$ cat src/hw/rtl/tcp_fst_pkg.sv
// Shared types and constants of the TCP flow state tracker.
package tcp_fst_pkg;

    typedef enum logic [2:0] {
        PH_UNKNOWN  = 3'd0,
        PH_OPENING  = 3'd1,
        PH_ESTAB    = 3'd2,
        PH_A_CLOSED = 3'd3,
        PH_B_CLOSED = 3'd4,
        PH_CLOSED   = 3'd5
    } phase_t;

    typedef enum logic [1:0] {
        DEC_STORED   = 2'd0,
        DEC_DROPPED  = 2'd1,
        DEC_NOT_MINE = 2'd2
    } decision_t;

    localparam int HS_WIDTH = 4;

    // Bit positions inside the handshake vector.
    localparam int HS_SYN_A    = 0;
    localparam int HS_SYN_B    = 1;
    localparam int HS_SYNACK_A = 2;
    localparam int HS_SYNACK_B = 3;

    typedef logic [HS_WIDTH-1:0] handshake_t;

    typedef struct packed {
        logic start_flow;
        logic syn_bit;
        logic ack_bit;
        logic fin_bit;
        logic rst_bit;
        logic from_side_a;
        logic carries_payload;
    } pkt_t;

    typedef struct packed {
        decision_t  decision;
        phase_t     flow_phase;
        handshake_t handshake_seen;
    } res_t;

    typedef struct packed {
        phase_t     phase;
        handshake_t handshake;
    } flow_state_t;

endpackage

$ cat src/hw/rtl/tcp_fst_update.sv
// Flow phase and handshake transition logic for one packet.
module tcp_fst_update
    import tcp_fst_pkg::*;
(
    input  flow_state_t state,
    input  pkt_t        pkt,
    output flow_state_t state_next,
    output decision_t   decision
);

    function automatic phase_t fin_phase(phase_t p, logic dir_a);
        phase_t r;
        if (dir_a)
        begin
            r = (p == PH_B_CLOSED) ? PH_CLOSED : PH_A_CLOSED;
        end
        else
        begin
            r = (p == PH_A_CLOSED) ? PH_CLOSED : PH_B_CLOSED;
        end
        return r;
    endfunction

    // One-hot handshake bit for a SYN or a SYN-ACK from the given side.
    function automatic handshake_t hs_mask(logic dir_a, logic synack);
        handshake_t m;
        m = '0;
        if (synack)
        begin
            if (dir_a)
            begin
                m[HS_SYNACK_A] = 1'b1;
            end
            else
            begin
                m[HS_SYNACK_B] = 1'b1;
            end
        end
        else
        begin
            if (dir_a)
            begin
                m[HS_SYN_A] = 1'b1;
            end
            else
            begin
                m[HS_SYN_B] = 1'b1;
            end
        end
        return m;
    endfunction

    flow_state_t cur;
    logic        from_closed;
    logic        syn_seen;

    // A new flow starts from a clean state before this packet is applied.
    assign cur = pkt.start_flow ? flow_state_t'{phase: PH_UNKNOWN, handshake: '0} : state;

    assign from_closed = (cur.phase == PH_A_CLOSED) ? pkt.from_side_a : !pkt.from_side_a;
    assign syn_seen    = pkt.from_side_a ? cur.handshake[HS_SYN_A] : cur.handshake[HS_SYN_B];

    always_comb
    begin
        state_next = cur;
        decision   = DEC_STORED;
        unique case (cur.phase) inside
            PH_UNKNOWN:
            begin
                if (pkt.fin_bit || pkt.rst_bit)
                begin
                    decision = DEC_DROPPED;
                end
                else if (pkt.syn_bit)
                begin
                    if (pkt.ack_bit)
                    begin
                        state_next.handshake = cur.handshake |
                            hs_mask(pkt.from_side_a, 1'b1);
                        state_next.phase = PH_ESTAB;
                    end
                    else
                    begin
                        state_next.handshake = cur.handshake |
                            hs_mask(pkt.from_side_a, 1'b0);
                        state_next.phase = PH_OPENING;
                    end
                end
                else if (!pkt.ack_bit)
                begin
                    decision = DEC_DROPPED;
                end
                else
                begin
                    state_next.phase = PH_ESTAB;
                end
            end
            PH_OPENING, PH_ESTAB, PH_A_CLOSED, PH_B_CLOSED:
            begin
                if (pkt.fin_bit)
                begin
                    if ((cur.phase == PH_A_CLOSED || cur.phase == PH_B_CLOSED) && from_closed)
                    begin
                        decision = DEC_DROPPED;
                    end
                    else if (!pkt.ack_bit)
                    begin
                        decision = DEC_DROPPED;
                    end
                    else
                    begin
                        state_next.phase = fin_phase(cur.phase, pkt.from_side_a);
                    end
                end
                else if (pkt.syn_bit)
                begin
                    // Only an opening flow accepts a SYN-ACK from a side that sent no SYN.
                    if (cur.phase == PH_OPENING && pkt.ack_bit && !syn_seen)
                    begin
                        state_next.handshake = cur.handshake |
                            hs_mask(pkt.from_side_a, 1'b1);
                        state_next.phase = PH_ESTAB;
                    end
                    else
                    begin
                        state_next.phase = PH_CLOSED;
                        decision         = DEC_NOT_MINE;
                    end
                end
                else if (pkt.rst_bit)
                begin
                    if (!pkt.ack_bit)
                    begin
                        decision = DEC_DROPPED;
                    end
                    else
                    begin
                        state_next.phase = PH_CLOSED;
                    end
                end
                else if ((cur.phase == PH_A_CLOSED || cur.phase == PH_B_CLOSED)
                         && from_closed && pkt.carries_payload)
                begin
                    decision = DEC_NOT_MINE;
                end
                else if (!pkt.ack_bit)
                begin
                    decision = DEC_DROPPED;
                end
                else if (cur.phase == PH_OPENING)
                begin
                    state_next.phase = PH_ESTAB;
                end
            end
            default:
            begin
                // Closed, and the codes that never arise, swallow every packet.
                decision = DEC_NOT_MINE;
            end
        endcase
    end

endmodule

$ cat config.mk
export PLATFORM = sky130hd
export DESIGN_NAME = tcp_fst_update
export DESIGN_NICKNAME = d
export VERILOG_FILES = /design/src/hw/rtl/tcp_fst_pkg.sv /design/src/hw/rtl/tcp_fst_update.sv
export SDC_FILE = /design/constraint.sdc
export NUM_CORES = 1
export LEC_CHECK = 0
export ABC_AREA = 1
export BUFFER_PORTS_ARGS = -buffer_cell sky130_fd_sc_hd__buf_2
export CAP_MARGIN = 20
export CORE_MARGIN = 1.5
export CORE_UTILIZATION = 40
export DETAILED_ROUTE_END_ITERATION = 12
export PLACE_DENSITY = 0.8
export SETUP_SLACK_MARGIN = 0.02
export SYNTH_ARGS = -nofsm -noshare
export SYNTH_HDL_FRONTEND = slang
export SYNTH_SLANG_ARGS = --single-unit
$ cat constraint.sdc
create_clock -name vclk -period 1.4
set_input_delay 0.14 -clock vclk [all_inputs]
set_output_delay 0.14 -clock vclk [all_outputs]
set_load 0.01 [all_outputs]
; Yosys cells after proc, flatten, opt, wreduce, memory -nomap -nowiden
; Cells that the tools add are included.
[op_classes]
order_cmp = 0
mul = 0
n_div = 0
n_reduce_logical = 10
shifts = 0
muxes = 57
n_addsub = 0
eq_ne = 4
bitwise_logic = 3
[ops]
columns = operator, n
row1 = two-way mux 2 bit, 26
row2 = two-way mux 3 bit, 14
row3 = two-way mux 4 bit, 4
row4 = two-way mux 7 bit, 2
row5 = one-hot mux 7 bit (2 select lines), 1
row6 = two-way mux 1 bit, 8
row7 = bitwise OR 4 bit, 2
row8 = "== test 3 x 2 -> 1 bit, second input constant", 2
row9 = two-way mux 6 bit, 1
row10 = logical AND 1 bit, 4
row11 = bitwise OR 4 x 2 -> 4 bit, 1
row12 = one-hot mux 2 bit (2 select lines), 1
row13 = OR reduction 4 bit, 1
row14 = "== test 3 x 1 -> 1 bit, second input constant", 1
row15 = "== test 3 bit, second input constant", 1
row16 = logical NOT 3 bit, 1
row17 = logical NOT 1 bit, 2
row18 = logical OR 1 bit, 2
[word_totals]
ramBits = 0
register_bits = 0
wordCells = 74
mem_bits_ro = 0
latchBits = 0
n_memories = 0
in_bits = 14

; Depth between registers and ports, before layout
; Gate-level depths: netlist of the first run.
[logic_depth]
depth_word = 13
ltp_mapped = 13
depth_no_buf = 13

; Worst setup path after synthesis of the first run
; Ideal clock, no wire load.
[synth_timing]
kind = input -> output
from = in pkt[6] (netlist bit)
to = out state_next[5] (netlist bit)
n_path_buf = 0
required_time_ns = 1.260
t_arrival_ns = 1.164
slack_ns = 0.096
stages = 13
cell_sequence = inv_4 > nand2_8 > inv_4 > nand2_4 > ha_1 > inv_1 > nand2_4 > nand2_4 > nand2_1 > nand2_1 > nand2_1 > nand3_1 > nand2_1
[synth_rtl]
columns = item, line_no
row1 = "start, declared", tcp_fst_update.sv:6  ; input pkt_t pkt,
row2 = "end, declared", tcp_fst_update.sv:7  ; output flow_state_t state_next,

==> results of run 1 <==
[cell usage in the layout, fill, tap and decap left out, types with 4 or more instances in the layout]
cell,count
buf_4,18
nand2_4,5
nand2_1,30
nand3_1,8
o21ai_1,4
nor2_1,7
buf_2,21
a21oi_1,4
inv_1,11
nand2_2,7
[routing by layer]
metal	GRT usage [%]	wire length, um	vias to the layer above
li1	-	-	420
met1	32.67	766	396
met2	50.00	1097	43
met3	0	119	4
met4	0	29	0
met5	0	0	-
[stage by stage]
| stage | setup WS, ps | power (mW) | TNS, ps | utilization [%] | hold slack [ps] |
|---|---|---|---|---|---|
| floorplan | 96.07 | 0.1603 | 0 | - | 382.1 |
| detailed placement | -170.9 | 0.2934 | -881.6 | 64.95 | 615.3 |
| global route | -133.7 | 0.3653 | -675.7 | 72.15 | 655.1 |
| finish | -37.60 | 0.3368 | -99.52 | 72.15 | 612.2 |
| CTS | -36.99 | 0.3190 | -82.50 | 70.01 | 617.1 |
| global placement | -124.4 | 0.2872 | -647.9 | 64.95 | 603.7 |
[kinds of logic after synthesis]
group	count (synthesis)	share of synthesized area, %
fa+ha+maj	1	2.283
compound gates	13	13.93
simple gates	71	68.72
buf+inv	20	15.07
[Yosys cell counts, types with 2 or more instances]
library cell / number
nand2_2: 3
nor2_2: 2
inv_2: 3
nand3_1: 10
nand3b_1: 2
a21oi_1: 5
o21ai_1: 4
nor3_1: 2
inv_4: 2
nand2_4: 4
nand2_1: 35
nor2_1: 8
inv_1: 13
[repair_timing]
action	in CTS	in global routing
setup endpoints to repair	7	7
gates resized for setup	17	9
pin swaps	10	6
[power breakdown]
part / switching [mW] / leakage [nW] / total (mW) / internal, mW
Sequential: 0 / 0 / 0 / 0
Clock: 0 / 0 / 0 / 0
Combinational: 0.185 / 0.532 / 0.337 / 0.152
[area by class of cell]
cell class	instances	area, sq um
multi-input cells	85	528.0
fillers	101	357.8
repair buffers	43	297.8
inverters	18	82.58
well taps	15	18.77
[final timing paths]
kind	slack, ps	cells after the start	endpoint
max	-40	15	state_next[5]
min	610	4	state_next[1]
[worst max-delay path, stage by stage]
cell and delay, ps:
buf_8 110, inv_8 50, nand2_8 50, inv_4 60, nand2_4 50, ha_4 270, inv_4 30, nand2_4 70
nand2_4 60, nand2_2 60, nand2_2 40, nand2_1 50, nand3_1 60, nand2_1 60, buf_2 120
==> results.toml, run 1 <==
[run_status]
status = "finished, violations left"
violations = "negative setup slack"

[clock_network]
hold_buffers = 0
cts_setup_buffers = 0

[finish]
layout-drive-gt1-share_pct = 50.00
nNetsFinal = 163
nClkBuffers = 0
syn_to_final_growth_pct = 69.18
seq_cells = 0
finalInstanceArea_sq_um = 927.1
diodes = 0
final_cells = 161
regArea_sq_um = 0

[synthesis]
synth_cell_type_count = 25
syn_inst = 105
yosysWarningCount = 0
yosys.area.top_type = "nand2_1"
synth.top_cell.area_share_pct = 23.97
synth_area_leaders = "nand2_1 (24%), nand3_1 (9.1%), inv_1 (8.9%)"
syn_area_per_cell_sq_um = 5.219
ys_seq_area_share_pct = 0
synth_area_sq_um = 548.0
synth_fp_nets = 120

[timing]
worst_slack_ps = -37.60
final-setup-viol-count = 4
slew_violations = 0
tightestPinTransition_ps = 234.8
maxClockFrequency_mhz = 695.6
finalCritPeriodShare_pct = 102.7
rsz0062_at_grt = "yes"
min_period_ps = 1438
slew_headroom_pct = 84.10
hold_viol_final = 0

[placement]
port-buffer-count = 23
hpwl_um = 1474
dp_cells = 161
post_dp_cell_area_sq_um = 834.6
place.gp.congestion = 0.9522

[detailed_routing]
drt-total-wl_um = 2012
drt-initial-drc-count = 49
drc = 0
vias = 863
first_pass_iters = 4
antenna_left = 0
post_drt_wl_per_cell_um = 12.50
viasPerCell = 5.360

[global_route]
grt_max_degree = 8
overflow = 0
grt_pass1_wl_um = 2856
antenna_found_initial = 0
grtUsageTotal_pct = 25.60
grt_pass1_vias = 696

[setup_path]
crit_start = "pkt[6]"
worst_ep_arrival_time_ps = 1300
critPathMaxFanout = 4
crit_required_ps = 1260
crit_path_end_kind = "primary output"
path_class = "in2out"
critPathLaunchType = "input pin"

[floorplanning]
die_h_um = 40.02
core.rowCount = 13
io_pins = 23
initial_core_util_pct = 42.65
core_sq_mm = 0.001285
die_area_sq_mm = 0.001601
fp.dieW_um = 40.02

[power]
power_density_mw_per_mm2 = 363.3
ir_worst_vdd_mv = 0.2105
p_leak_nw = 0.5323

[hold_path]
hp-start = "state[1]"
min_path_type = "in2out"

[flow_run]
max-cap-violations = 0
(Power assumes the default switching activity.)
==> run 2: changes to the inputs <==
--- a/config.mk
+++ b/config.mk
@@ -8,7 +8,7 @@
 export ABC_AREA = 1
 export BUFFER_PORTS_ARGS = -buffer_cell sky130_fd_sc_hd__buf_2
 export CAP_MARGIN = 20
-export CORE_MARGIN = 1.5
+export CORE_MARGIN = 1
 export CORE_UTILIZATION = 40
 export DETAILED_ROUTE_END_ITERATION = 12
 export PLACE_DENSITY = 0.8
==> run 2 against run 1 <==
Effect of this change: the run still ends with negative setup slack left; maximum frequency decreased by 9.0%; sequential cell count is the same; die area is 4.9% lower; critical endpoint is now decision[0]; critical path depth fell by 3; largest cell class unchanged.
==> results.toml, run 2 (synthesized netlist as in run 1, its figures left out) <==
[finish]
finalInstanceArea_sq_mm = 0.001017
mostFrequentLayoutCell = "nand2_1"
nNetsFinal = 168
mostFrequentLayoutCells = "nand2_1 (29), buf_2 (19), buf_4 (18)"
diodes = 0
nFillCells = 76
layout-drive-gt1-share_pct = 52.32
nClkBuffers = 0
seq_cells = 0
final_cells = 165
syn_to_final_growth_pct = 85.62
regArea_sq_um = 0

[global_route]
overflow = 0
grtUsageTotal_pct = 30.13
grt_pass1_vias = 716
grt_pass1_wl_um = 3174
grt_max_degree = 8
antenna_found_initial = 0

[setup_path]
critPathMaxFanout = 4
crit_buf_inv = 5
cp_cell_sequence = "buf_8 > inv_8 > nand2_8 > inv_4 > nand2_4 > ha_4 > inv_4 > nand2_4 > nand2_4 > o21ai_1 > o21ai_1 > buf_2"
crit_required_ps = 1260
critPathMostFrequentCell = "nand2_4"
worst_ep_arrival_time_ps = 1440
crit_slowest_cell = "ha_4"
critPathLaunchType = "input pin"
crit_path_end_kind = "primary output"
critical_path.max_stage_delay_ps = 270
path_class = "in2out"
critical-path-top-delay-family = "buffers and inverters"

[detailed_routing]
antenna_left = 0
drc = 0
wl_met1_um = 940
first_pass_iters = 4
dr_wl_met3_um = 185
drt-initial-drc-count = 44
viasPerCell = 5.552
vias = 916
post_drt_wl_per_cell_um = 14.72
top_layer = "met4"
met2_length_um = 1241
drt-total-wl_um = 2428

[floorplanning]
core.rowCount = 12
die_h_um = 39.02
core_sq_mm = 0.001186
io_pins = 23
initial_core_util_pct = 46.20
die_area_sq_mm = 0.001522
fp.dieW_um = 39.02

[placement]
place.gp.congestion = 0.9308
dp_cells = 162
pre_cts_slack_ps = -153.7
hpwl_um = 1487
post_dp_cell_area_sq_um = 848.3
port-buffer-count = 23

[timing]
min_period_ps = 1580
maxClockFrequency_mhz = 633.1
slew_headroom_pct = 83.40
final-setup-viol-count = 6
finalCritPeriodShare_pct = 112.8
tightestPinTransition_ps = 245.1
worst_slack_ps = -179.5
rsz0062_at_grt = "yes"
hold_viol_final = 0
slew_violations = 0

[flow_run]
max-cap-violations = 0

[power]
power_density_mw_per_mm2 = 371.0
finalPower_mw = 0.3774
ir_worst_vdd_mv = 0.2163
p_leak_nw = 0.5711

[clock_network]
hold_buffers = 0

[run_status]
status = "finished, violations left"
violations = "negative setup slack"

[hold_path]
min_path_type = "in2out"
## run 2: cell types whose count changed in the layout (fill, tap and decap cells not counted), sizes merged
| cell | delta |
|---|---|
| buf | +5 |
## run 2: routing by layer
layer	vias to the layer above	track usage [%]
met2	57	56.67
met4	0	4.310
li1	433	-
met5	-	0
met1	416	37.76
met3	10	1.156
## run 2: metrics by stage
step	setup TNS, ps	util, %	hold WS, ps
6_report	-392.7	85.76	629.8
5_1_grt	-754.5	85.76	649.3
4_1_cts	-92.43	78.69	616.5
3_5_place_dp	-683.8	71.52	614.8
3_3_place_gp	-503.2	71.52	597.6
2_1_floorplan	0	-	382.1
## run 2: layout make-up
class	count	area (sq um)	area share, %
inverter	18	80.08	7.872
timing repair buffer	48	366.6	36.04
multi-input combinational	85	553.0	54.37
tap	14	17.52	1.722
## run 2: timing repair
| item | CTS | global route |
|---|---|---|
| gates resized for setup | 21 | 17 |
| pin swaps | 12 | 15 |
| setup endpoints to repair | 8 | 9 |
| buffers inserted | 1 | 2 |
| endpoints found under the hold margin | 0 | 0 |
## run 2: path summary, 6_finish.rpt
check                     from       endpoint  slack, ps  cells past startpoint
worst max-delay path    pkt[6]    decision[0]       -180                     12
worst min-delay path  state[1]  state_next[1]        630                      4
## run 2: power breakdown
group	switching [mW]	leakage, nW	internal [mW]
sequential	0	0	0
combinational	0.204	0.571	0.174
clock	0	0	0
total	0.204	0.571	0.174
==> run 3: changes to the inputs <==
==> constraint.sdc (replaced) <==
create_clock -name vclk -period 1.9
set_input_delay 0.19 -clock vclk [all_inputs]
set_output_delay 0.19 -clock vclk [all_outputs]
set_load 0.05 [all_outputs]
==> run 3 against run 2 <==
Effect of this change: the flow now finishes without violations; global-route usage shrank 6.5 points; worst setup slack improved by 280 ps; utilization fell by 26 points; worst hold slack improved by 180 ps; final area fell by 30%; sequential share of layout area stayed put; sequential cell count is the same; critical path type unchanged.
==> results.toml, run 3 (synthesized netlist as in run 1, its figures left out) <==
[run_status]
status = "complete, no violations"

[finish]
layout-drive-gt1-share_pct = 35.66
mostFrequentLayoutCells = "nand2_1 (35), buf_2 (19), inv_1 (13)"
final_core_util_pct = 59.81
multi_input_area_sq_um = 471.7
nNetsFinal = 146
mostFrequentLayoutCell = "nand2_1"
seq_cells = 0
final_cells = 143
regArea_sq_um = 0
nFillCells = 129
syn_to_final_growth_pct = 29.45
nClkBuffers = 0
diodes = 0

[timing]
hold_viol_final = 0
whs_ps = 810.8
maxClockFrequency_mhz = 556.5
final-setup-viol-count = 0
finalCritPeriodShare_pct = 94.58
min_period_ps = 1797
rsz0062_at_grt = "yes"
tightestPinTransition_ps = 240.2
slew_violations = 0
fin_tns_setup_ps = 0
slew_headroom_pct = 83.73

[global_route]
grt_max_degree = 9
grt_pass1_wl_um = 2580
grtUsageTotal_pct = 23.67
grt_pass1_vias = 591
overflow = 0
antenna_found_initial = 0

[placement]
dp_cells = 143
place.gp.congestion = 0.9518
hpwl_um = 1358
port-buffer-count = 23

[setup_path]
critPathMaxFanout = 5
crit_path_end_kind = "primary output"
path_class = "in2out"
crit_required_ps = 1710
worst_ep_arrival_time_ps = 1610
critPathLaunchType = "input pin"
critical_path.max_stage_delay_ps = 260
cp_cell_sequence = "buf_2 > inv_4 > nand2_8 > inv_4 > nand2_4 > ha_1 > inv_1 > nand4_1 > a21oi_1 > o21ai_2 > buf_2"
crit_slowest_cell = "ha_1"

[detailed_routing]
antenna_left = 0
drt-total-wl_um = 1600
drc = 0
drt-initial-drc-count = 28
viasPerCell = 5.329
first_pass_iters = 4
post_drt_wl_per_cell_um = 11.19
vias = 762

[floorplanning]
io_pins = 23
die_h_um = 39.02
core.rowCount = 12
initial_core_util_pct = 46.20
die_area_sq_mm = 0.001522
fp.dieW_um = 39.02
core_sq_mm = 0.001186

[power]
p_leak_nw = 0.4296
power_density_mw_per_mm2 = 366.3
ir_worst_vdd_mv = 0.1927

[clock_network]
hold_buffers = 0

[hold_path]
min_path_type = "in2out"

[flow_run]
max-cap-violations = 0
-- run 3: cell count changes in the layout (fill, tap and decap cells not counted), moves of 2 or more --
cell | previous run | this run
buf_4 | 18 | 4
buf_6 | 9 | 0
clkbuf_4 | 0 | 3
inv_1 | 10 | 13
inv_2 | 5 | 3
nand2_1 | 29 | 35
nand2_2 | 6 | 3
nand2_4 | 6 | 4
nand3_1 | 8 | 10
nor2_2 | 1 | 3
nor2_4 | 2 | 0
-- run 3: layout make-up --
type	instances	share of cell area [%]
Multi-Input combinational cell	85	66.49
Timing Repair Buffer	26	20.81
Inverter	18	10.23
Tap cell	14	2.469
-- run 3: repair_timing --
item,4_1_cts,5_1_grt
resized for setup,0,6
buffers inserted,0,0
endpoints found under the setup margin,0,6
-- run 3: routing by layer --
layer | track usage (%) | vias to the layer above | routed length [um]
met1 | 31.42 | 325 | 664
met5 | 0 | - | 0
met3 | 0 | 2 | 140
met2 | 44.58 | 48 | 782
li1 | - | 387 | -
met4 | 0 | 0 | 12
-- run 3: path summary, 6_finish.rpt --
check | startpoint | end | slack (ps) | cells after the start
worst min-delay path | state[1] | state_next[1] | 810 | 4
worst max-delay path | pkt[6] | decision[0] | 100 | 11
-- run 3: critical path, delay by kind of cell --
kind / cells / cell delay, ps
AO/OA/AOI/OAI: 2 / 260
adder cells (fa/ha/maj): 1 / 260
buffers and inverters: 5 / 610
AND/OR/NAND/NOR: 3 / 280
-- run 3: per-stage QoR --
step | power, mW | setup slack, ps | instance area [sq um]
3_5_place_dp | 0.2513 | 70.29 | 696.9
2_1_floorplan | 0.1872 | 99.84 | 551.8
4_1_cts | 0.2522 | 67.23 | 696.9
3_3_place_gp | 0.2490 | 116.2 | 696.9
5_1_grt | 0.2793 | 12.87 | 709.4
6_report | 0.2599 | 103.0 | 709.4
-- run 3: report_power, final --
part	switching (mW)	internal [mW]
registers	0	0
logic	0.182	0.0782
clock network	0	0
total	0.182	0.0782
